$ cat src/sv/mfsc_pkg.sv
// ----------------------------------------------------------------------------
// mfsc_pkg
// Constants and the frame-length table for the MP3 frame sample counter.
// ----------------------------------------------------------------------------
package mfsc_pkg;

    localparam int BYTE_W  = 8;
    localparam int TOTAL_W = 32;
    localparam int SKIP_W  = 11;
    localparam int FILL_W  = 2;
    localparam int WIN_DEPTH = 3;

    localparam logic [BYTE_W-1:0] SYNC_BYTE  = 8'hFF;
    localparam logic [BYTE_W-1:0] SYNC_MASK  = 8'hE0;
    localparam logic [1:0]        LAYER_III  = 2'd1;
    localparam logic [1:0]        VER_MPEG1  = 2'd3;
    localparam logic [1:0]        VER_MPEG2  = 2'd2;
    localparam logic [1:0]        SRI_RESVD  = 2'd3;
    localparam logic [3:0]        BR_FREE    = 4'd0;
    localparam logic [3:0]        BR_BAD     = 4'd15;

    localparam logic [TOTAL_W-1:0] SAMPLES_MPEG1 = 32'd1152;
    localparam logic [TOTAL_W-1:0] SAMPLES_MPEG2 = 32'd576;

    // Header bytes already counted when the length is loaded into the skip counter.
    localparam logic [SKIP_W-1:0] HDR_BYTES = 11'd4;

    localparam int LEN_ROWS = 9;
    localparam int LEN_COLS = 14;

    // Frame length without padding, truncated.
    // Rows: MPEG-1 44.1/48/32 kHz, MPEG-2 22.05/24/16 kHz, MPEG-2.5 11.025/12/8 kHz.
    // Columns: bitrate index 1 through 14.
    localparam logic [SKIP_W-1:0] LEN_TABLE [0:LEN_ROWS-1][0:LEN_COLS-1] = '{
        '{11'd104, 11'd130, 11'd156, 11'd182, 11'd208, 11'd261, 11'd313,
          11'd365, 11'd417, 11'd522, 11'd626, 11'd731, 11'd835, 11'd1044},
        '{11'd96,  11'd120, 11'd144, 11'd168, 11'd192, 11'd240, 11'd288,
          11'd336, 11'd384, 11'd480, 11'd576, 11'd672, 11'd768, 11'd960},
        '{11'd144, 11'd180, 11'd216, 11'd252, 11'd288, 11'd360, 11'd432,
          11'd504, 11'd576, 11'd720, 11'd864, 11'd1008, 11'd1152, 11'd1440},
        '{11'd26,  11'd52,  11'd78,  11'd104, 11'd130, 11'd156, 11'd182,
          11'd208, 11'd261, 11'd313, 11'd365, 11'd417, 11'd470, 11'd522},
        '{11'd24,  11'd48,  11'd72,  11'd96,  11'd120, 11'd144, 11'd168,
          11'd192, 11'd240, 11'd288, 11'd336, 11'd384, 11'd432, 11'd480},
        '{11'd36,  11'd72,  11'd108, 11'd144, 11'd180, 11'd216, 11'd252,
          11'd288, 11'd360, 11'd432, 11'd504, 11'd576, 11'd648, 11'd720},
        '{11'd52,  11'd104, 11'd156, 11'd208, 11'd261, 11'd313, 11'd365,
          11'd417, 11'd522, 11'd626, 11'd731, 11'd835, 11'd940, 11'd1044},
        '{11'd48,  11'd96,  11'd144, 11'd192, 11'd240, 11'd288, 11'd336,
          11'd384, 11'd480, 11'd576, 11'd672, 11'd768, 11'd864, 11'd960},
        '{11'd72,  11'd144, 11'd216, 11'd288, 11'd360, 11'd432, 11'd504,
          11'd576, 11'd720, 11'd864, 11'd1008, 11'd1152, 11'd1296, 11'd1440}
    };

endpackage

$ cat src/sv/mp3_frame_sample_counter.sv
// ----------------------------------------------------------------------------
// mp3_frame_sample_counter
// Scans an MP3 byte stream for Layer III frame headers, skips each recognized
// frame and reports the total sample count when the last byte arrives.
// ----------------------------------------------------------------------------
//
//  channel | handshake           | payload
//  --------+---------------------+---------------------------------
//  in      | in_valid / in_stall | data_byte[7:0], last_byte
//  out     | out_valid/ out_stall| sample_total[31:0]
//
//  One byte is accepted every cycle while in_stall is low. The accepted byte
//  is loaded into the input register and, for a last byte, the total is then
//  loaded into the result register, from which it is presented.
//  The scan state (window, fill, skip counter, total) is updated as the byte
//  leaves the input register; the header check plus frame-length table lookup
//  feeds back into that state.
//  Reset (rst_n low, asynchronous) clears all control and scan state.
//  Only a last byte can wait in the input register: it waits while an earlier
//  total is still held and stalled at the output; in_stall then goes high.
// ----------------------------------------------------------------------------
module mp3_frame_sample_counter
    import mfsc_pkg::*;
(
    input  logic               clk,
    input  logic               rst_n,
    input  logic               in_valid,
    output logic               in_stall,
    input  logic [BYTE_W-1:0]  data_byte,
    input  logic               last_byte,
    output logic               out_valid,
    input  logic               out_stall,
    output logic [TOTAL_W-1:0] sample_total
);

    // Input register
    logic              s1_valid_reg;
    logic [BYTE_W-1:0] s1_byte_reg;
    logic              s1_last_reg;
    logic              s1_adv;
    logic              in_take;

    // Scan state
    logic [BYTE_W-1:0]  window_reg [0:WIN_DEPTH-1];
    logic [BYTE_W-1:0]  window_next [0:WIN_DEPTH-1];
    logic [FILL_W-1:0]  fill_reg, fill_next;
    logic [SKIP_W-1:0]  skip_reg, skip_next;
    logic [TOTAL_W-1:0] total_reg, total_next;

    // Result register
    logic               out_valid_reg;
    logic [TOTAL_W-1:0] out_total_reg;

    // Header decode
    logic [1:0]         hdr_ver;
    logic [1:0]         hdr_sri;
    logic [3:0]         hdr_br;
    logic [3:0]         len_row;
    logic [3:0]         len_col;
    logic               hdr_ok;
    logic [SKIP_W-1:0]  frame_len;
    logic [TOTAL_W-1:0] hdr_samples;

    // Advance the input register unless it holds a last byte that would
    // overwrite a total still waiting at the output.
    assign s1_adv   = s1_valid_reg && (!s1_last_reg || !out_valid_reg || !out_stall);
    assign in_stall = s1_valid_reg && !s1_adv;
    assign in_take  = in_valid && !in_stall;

    always_ff @(posedge clk or negedge rst_n)
    begin
        if (!rst_n)
        begin
            s1_valid_reg <= 1'b0;
        end
        else if (in_take || s1_adv)
        begin
            s1_valid_reg <= in_take;
        end
    end

    always_ff @(posedge clk)
    begin
        if (in_take)
        begin
            s1_byte_reg <= data_byte;
            s1_last_reg <= last_byte;
        end
    end

    // Decode the candidate header held in the window.
    assign hdr_ver = window_reg[1][4:3];
    assign hdr_sri = window_reg[2][3:2];
    assign hdr_br  = window_reg[2][7:4];

    assign hdr_ok = (window_reg[0] == SYNC_BYTE)
                 && ((window_reg[1] & SYNC_MASK) == SYNC_MASK)
                 && (window_reg[1][2:1] == LAYER_III)
                 && (hdr_br != BR_FREE) && (hdr_br != BR_BAD)
                 && (hdr_sri != SRI_RESVD);

    always_comb
    begin
        if (hdr_ver == VER_MPEG1)
        begin
            len_row     = {2'b00, hdr_sri};
            hdr_samples = SAMPLES_MPEG1;
        end
        else if (hdr_ver == VER_MPEG2)
        begin
            len_row     = 4'd3 + {2'b00, hdr_sri};
            hdr_samples = SAMPLES_MPEG2;
        end
        else
        begin
            // Reserved version falls in with MPEG-2.5.
            len_row     = 4'd6 + {2'b00, hdr_sri};
            hdr_samples = SAMPLES_MPEG2;
        end
    end

    assign len_col   = hdr_br - 4'd1;
    // Out-of-range rows and columns only occur when hdr_ok is low.
    assign frame_len = ((len_row < 4'(LEN_ROWS)) && (len_col < 4'(LEN_COLS)))
                     ? LEN_TABLE[len_row][len_col] + {10'd0, window_reg[2][1]}
                     : HDR_BYTES;

    // Next scan state for the byte leaving the input register.
    always_comb
    begin
        for (int i = 0; i < WIN_DEPTH; i++)
        begin
            window_next[i] = window_reg[i];
        end
        fill_next  = fill_reg;
        skip_next  = skip_reg;
        total_next = total_reg;

        if (skip_reg != '0)
        begin
            // Drop frame body bytes.
            skip_next = skip_reg - 1'b1;
        end
        else if (fill_reg < FILL_W'(WIN_DEPTH))
        begin
            window_next[fill_reg] = s1_byte_reg;
            fill_next = fill_reg + 1'b1;
        end
        else if (hdr_ok)
        begin
            total_next = total_reg + hdr_samples;
            skip_next  = frame_len - HDR_BYTES;
            fill_next  = '0;
        end
        else
        begin
            // Resync one byte on.
            window_next[0] = window_reg[1];
            window_next[1] = window_reg[2];
            window_next[2] = s1_byte_reg;
        end
    end

    always_ff @(posedge clk or negedge rst_n)
    begin
        if (!rst_n)
        begin
            for (int i = 0; i < WIN_DEPTH; i++)
            begin
                window_reg[i] <= '0;
            end
            fill_reg  <= '0;
            skip_reg  <= '0;
            total_reg <= '0;
        end
        else if (s1_adv)
        begin
            if (s1_last_reg)
            begin
                // End of buffer: clear everything for the next stream.
                for (int i = 0; i < WIN_DEPTH; i++)
                begin
                    window_reg[i] <= '0;
                end
                fill_reg  <= '0;
                skip_reg  <= '0;
                total_reg <= '0;
            end
            else
            begin
                for (int i = 0; i < WIN_DEPTH; i++)
                begin
                    window_reg[i] <= window_next[i];
                end
                fill_reg  <= fill_next;
                skip_reg  <= skip_next;
                total_reg <= total_next;
            end
        end
    end

    // Result register: load on a last byte, hold while stalled.
    always_ff @(posedge clk or negedge rst_n)
    begin
        if (!rst_n)
        begin
            out_valid_reg <= 1'b0;
        end
        else if (s1_adv && s1_last_reg)
        begin
            out_valid_reg <= 1'b1;
        end
        else if (!out_stall)
        begin
            out_valid_reg <= 1'b0;
        end
    end

    always_ff @(posedge clk)
    begin
        if (s1_adv && s1_last_reg)
        begin
            out_total_reg <= total_next;
        end
    end

    assign out_valid    = out_valid_reg;
    assign sample_total = out_total_reg;

    // ------------------------------------------------------------------------
    // Assertions
    // ------------------------------------------------------------------------
    a_skip_empty_window: assert property (@(posedge clk) disable iff (!rst_n)
        (skip_reg != '0) |-> (fill_reg == '0))
        else $error("skip counter running with a filled window");

    a_stall_only_on_last: assert property (@(posedge clk) disable iff (!rst_n)
        in_stall |-> (s1_last_reg && out_valid_reg && out_stall))
        else $error("input stalled without a blocked last byte");

    a_clear_after_last: assert property (@(posedge clk) disable iff (!rst_n)
        (s1_adv && s1_last_reg) |=>
        (total_reg == '0 && fill_reg == '0 && skip_reg == '0 && out_valid_reg))
        else $error("state not cleared after last byte");

    a_total_step: assert property (@(posedge clk) disable iff (!rst_n)
        (s1_adv && !s1_last_reg) |=>
        (total_reg == $past(total_reg)
         || total_reg == $past(total_reg) + SAMPLES_MPEG1
         || total_reg == $past(total_reg) + SAMPLES_MPEG2))
        else $error("total moved by an unexpected amount");

endmodule
$ cat config.mk
export PLATFORM = sky130hd
export DESIGN_NAME = mp3_frame_sample_counter
export DESIGN_NICKNAME = d
export VERILOG_FILES = /design/src/sv/mfsc_pkg.sv /design/src/sv/mp3_frame_sample_counter.sv
export SDC_FILE = /design/constraint.sdc
export NUM_CORES = 1
export LEC_CHECK = 0
export ABC_AREA = 1
export BUFFER_PORTS_ARGS = -buffer_cell sky130_fd_sc_hd__buf_2
export CAP_MARGIN = 5
export CORE_MARGIN = 1
export CORE_UTILIZATION = 36
export DETAILED_ROUTE_END_ITERATION = 10
export GPL_ROUTABILITY_DRIVEN = 0
export GPL_TIMING_DRIVEN = 0
export PLACE_DENSITY = 0.53
export RECOVER_POWER = 50
export SLEW_MARGIN = 20
export SYNTH_ARGS = -nofsm -noshare
export SYNTH_HDL_FRONTEND = slang
export SYNTH_SLANG_ARGS = --single-unit
export TNS_END_PERCENT = 100
$ cat constraint.sdc
create_clock -name clk -period 3.7 [get_ports clk]
set_input_delay 0.185 -clock clk [delete_from_list [all_inputs] [get_ports clk]]
set_output_delay 0.185 -clock clk [all_outputs]
set_load 0.01 [all_outputs]
==> out/qor.csv <==
stage;metric;value;unit
finish;layout cells sized above 1;16.1;%
floorplan;die width;142;um
global_routing;pin count of the biggest net entering global routing;41;
setup_path;critical path depth in cells;32;
global_routing;Total Routing Usage GR;19.8;%
setup_path;Crit Path Category;reg -> reg;
sta;final hold violations;0;
hold_path;worst hold path depth;1;
sta;min cycle time layout;3.57;ns
place;DP Worst Slack;-0.856;ns
floorplan;I/O pins;47;
place;placed cells;1253;
place;Post-DP HPWL;13900;um
clock_network;CTS sink count;100;
synthesis;Mapped Cells;947;
flow_run;Max-Cap Viols;1;
setup_path;flop-to-flop setup slack;0.13;ns
detailed_routing;wire length per cell;14.8;um
floorplan;core area;0.0190;mm^2
detailed_routing;routed vias;6608;
power;Static Leak;3.86;nW
floorplan;initial core utilization;37.3;%
setup_path;CP Launch Type;flip-flop;
setup_path;Critical Path RT;3.95;ns
synthesis;top-count cell post-synth;nand2_1;
sta;clock skew;0.0107;ns
synthesis;YS warnings;0;
global_routing;GRT overflow;0;
clock_network;TritonCTS clock tree;yes;
setup_path;worst path arrival time;3.82;ns
detailed_routing;Antenna Nets Post-Route;0;
place;number of port buffers;40;
setup_path;worst-case reg-to-reg path depth;32;
sta;post-route setup slack;0.133;ns
clock_network;CTS H-tree lvls;3;
detailed_routing;DRT Pass-1 Iters;7;
sta;Max-Slew Margin vs Limit;-0.769;%
clock_network;clk buf depth;2;
synthesis;main area contributors after synthesis;dfrtp_1 23%, edfxtp_1 15%, nand2_1 14%;
hold_path;worst hold endpoint;s1_byte_reg[4]$_DFFE_PP_;
synthesis;Post-Syn Area;0.00710;mm^2
synthesis;Yosys top cell area share;22.9;%
finish;nets;1070;
synthesis;number of flops mapped to enable cells by yosys;35;
setup_path;slowest stage delay, CP;0.41;ns
detailed_routing;detailed-route DRC error count;0;
synthesis;largest area contributor in the netlist;dfrtp_1;
detailed_routing;vias per inst;5.10;
floorplan;die height;142;um
finish;non-filler cells, final;1295;
setup_path;critical path's most frequent cell;nand2_1;
setup_path;reg2reg start;hdr_sri[1]$_DFFE_PN0P_;
sta;final setup violation count;0;
setup_path;crit-path leading delay family;simple AND/OR/NAND/NOR gates;
finish;Layout Area Growth over Synthesis;18.1;%
setup_path;CP bufs+invs;7;
detailed_routing;Post-Route WL;19100;um
synthesis;top post-synthesis cells by count;264 x nand2_1, 114 x inv_1, 88 x nand3_1;
global_routing;first-pass GRT wire length;31500;um
sta;Pins Over Slew Limit;27;
synthesis;ys async rst share;65.0;%
synthesis;Avg Inst Size Synth;7.50;um^2
setup_path;Worst Setup End Kind;flip-flop;
sta;Max Fclk;0.280;GHz
global_routing;number of global-route vias before repair;6306;
finish;antenna cells;0;
clock_network;Clock Latency Late Sink;0.36;ns
power;Cell Pwr Density;855;mW/mm^2
hold_path;worst min path class;in -> reg;
sta;slew at the pin closest to its max-slew limit;1.51;ns
synthesis;predominant post-synthesis flop cell;dfrtp_1;
clock_network;clk root buf;clkbuf_16;
synthesis;synth unique cells;53;
status;failing checks;capacitance limit, slew limit;
setup_path;Worst Path Max Fanout;4;
hold_path;Hold Crit Start;data_byte[4];
clock_network;CTS buffer count;9;
detailed_routing;1st-iter DRT viols;518;
status;status;complete, but fails checks;
floorplan;Die ar.;0.0203;mm^2
sta;RSZ-0062 raised after global routing;yes;
synthesis;Yosys reg bits;100;
global_routing;initial antenna violation count;0;
setup_path;Slowest-stage cell, CP;dfrtp_1;
power;VDD IR max;0.327;mV
setup_path;worst r2r dst;skip_reg[10]$_DFFE_PN0P_;
synthesis;sequential area share after synthesis;37.7;%
clock_network;Clock transition at path regs;0.07;ns
floorplan;Row Count;50;
finish;Filler Cell Count;1989;
sta;final period utilization;96.4;%
-- routing by layer --
metal / vias up / track usage [%] / wire (um)
met3: 30 / 2.83 / 917
met1: 3091 / 27.3 / 9280
li1: 3293 / - / -
met4: 0 / 7.13 / 348
met5: - / 0 / 0
met2: 194 / 31.4 / 8570
-- cells in the final DEF (no fill, tap or decap), types with 3 or more instances in the layout --
cell and n:
nand2_1 254, inv_1 107, nand3_1 84, dfrtp_1 65, nor2_1 50, o21ai_0 48, clkbuf_1 41, edfxtp_1 35
a21oi_1 28, buf_4 27, o22ai_1 26, nand4_1 25, xor2_1 24, ha_1 18, inv_2 15, nand2_2 15
buf_2 15, nor2_4 13, nor3_1 13, o21ai_1 9, clkbuf_16 9, buf_6 8, mux2_2 8, dlygate4sd3_1 8
nor4_1 7, a21oi_2 6, conb_1 6, nand2_4 5, nand3_4 5, ha_4 5, nor2_2 4, o211ai_1 4
nand3_2 3, inv_6 3, or2_2 3, clkinv_1 3, ha_2 3
-- metrics by stage --
stage                     setup TNS [ns]  cell area [um^2]  utilization [%]  total power (W)  hold slack (ns)
after global placement             -5.55              7640             40.2          0.00555            0.362
final                                  0              8380             44.1          0.00717          0.00637
after global routing              -0.253              8380             44.1          0.00780        0.0000998
after detailed placement           -5.77              7660             40.3          0.00554            0.137
after floorplan                        0              7120                -          0.00461           -0.111
after CTS                              0              8240             43.3          0.00683          0.00227
-- repair_timing --
action                                  CTS  global route
endpoints found under the setup margin    9             9
setup buffers                             9            10
hold buffers                              8             0
endpoints found under the hold margin    32             0
pin swaps                                 6            20
gates resized for setup                  33            39
-- worst max path at each step --
stage | start | end | slack [ns]
after floorplan | hdr_br[0]$_DFFE_PN0P_ | skip_reg[10]$_DFFE_PN0P_ | 0.03
after global routing | hdr_sri[1]$_DFFE_PN0P_ | skip_reg[10]$_DFFE_PN0P_ | -0.10
after CTS | hdr_br[0]$_DFFE_PN0P_ | skip_reg[10]$_DFFE_PN0P_ | 0.005
after detailed placement | hdr_br[0]$_DFFE_PN0P_ | skip_reg[10]$_DFFE_PN0P_ | -0.86
after global placement | hdr_br[0]$_DFFE_PN0P_ | skip_reg[10]$_DFFE_PN0P_ | -0.82
final | hdr_sri[1]$_DFFE_PN0P_ | skip_reg[10]$_DFFE_PN0P_ | 0.13
-- where the power goes --
group	switching (W)	internal (W)	leakage [nW]	total (W)
Combinational	0.00307	0.00164	2.48	0.00470
Clock	0.000424	0.000593	0.153	0.00102
Sequential	0.000132	0.00131	1.23	0.00145
Total	0.00362	0.00354	3.86	0.00717
-- cell families after synthesis --
kind of cell | after synthesis | synth area share [%]
compound gates | 135 | 11.1
simple gates | 488 | 32.2
flops | 100 | 37.7
fa+ha+maj | 27 | 4.87
xor+xnor | 27 | 3.44
other cells | 1 | 0.0528
buf+inv | 161 | 9.38
mux | 8 | 1.27
-- final cells by class --
cell class | instances | area [um^2] | area share [%]
multi-input combinational | 691 | 3960 | 47.3
tap | 260 | 325 | 3.88
clock buffer | 10 | 229 | 2.73
sequential | 100 | 2680 | 32.0
inverter | 126 | 483 | 5.76
buffer | 34 | 220 | 2.63
timing repair buffer | 68 | 399 | 4.76
clock inverter | 6 | 85.1 | 1.02
-- worst register-to-register path, delay by kind of cell (launching register included) --
kind | cells | cell delay [ns]
buffers and inverters | 7 | 0.47
adders and majority gates | 4 | 0.72
AOI/OAI and AO/OA | 3 | 0.51
and+or+nand+nor | 18 | 1.35
DFF | 1 | 0.41
Note: power is estimated with default switching activity, not from simulation.
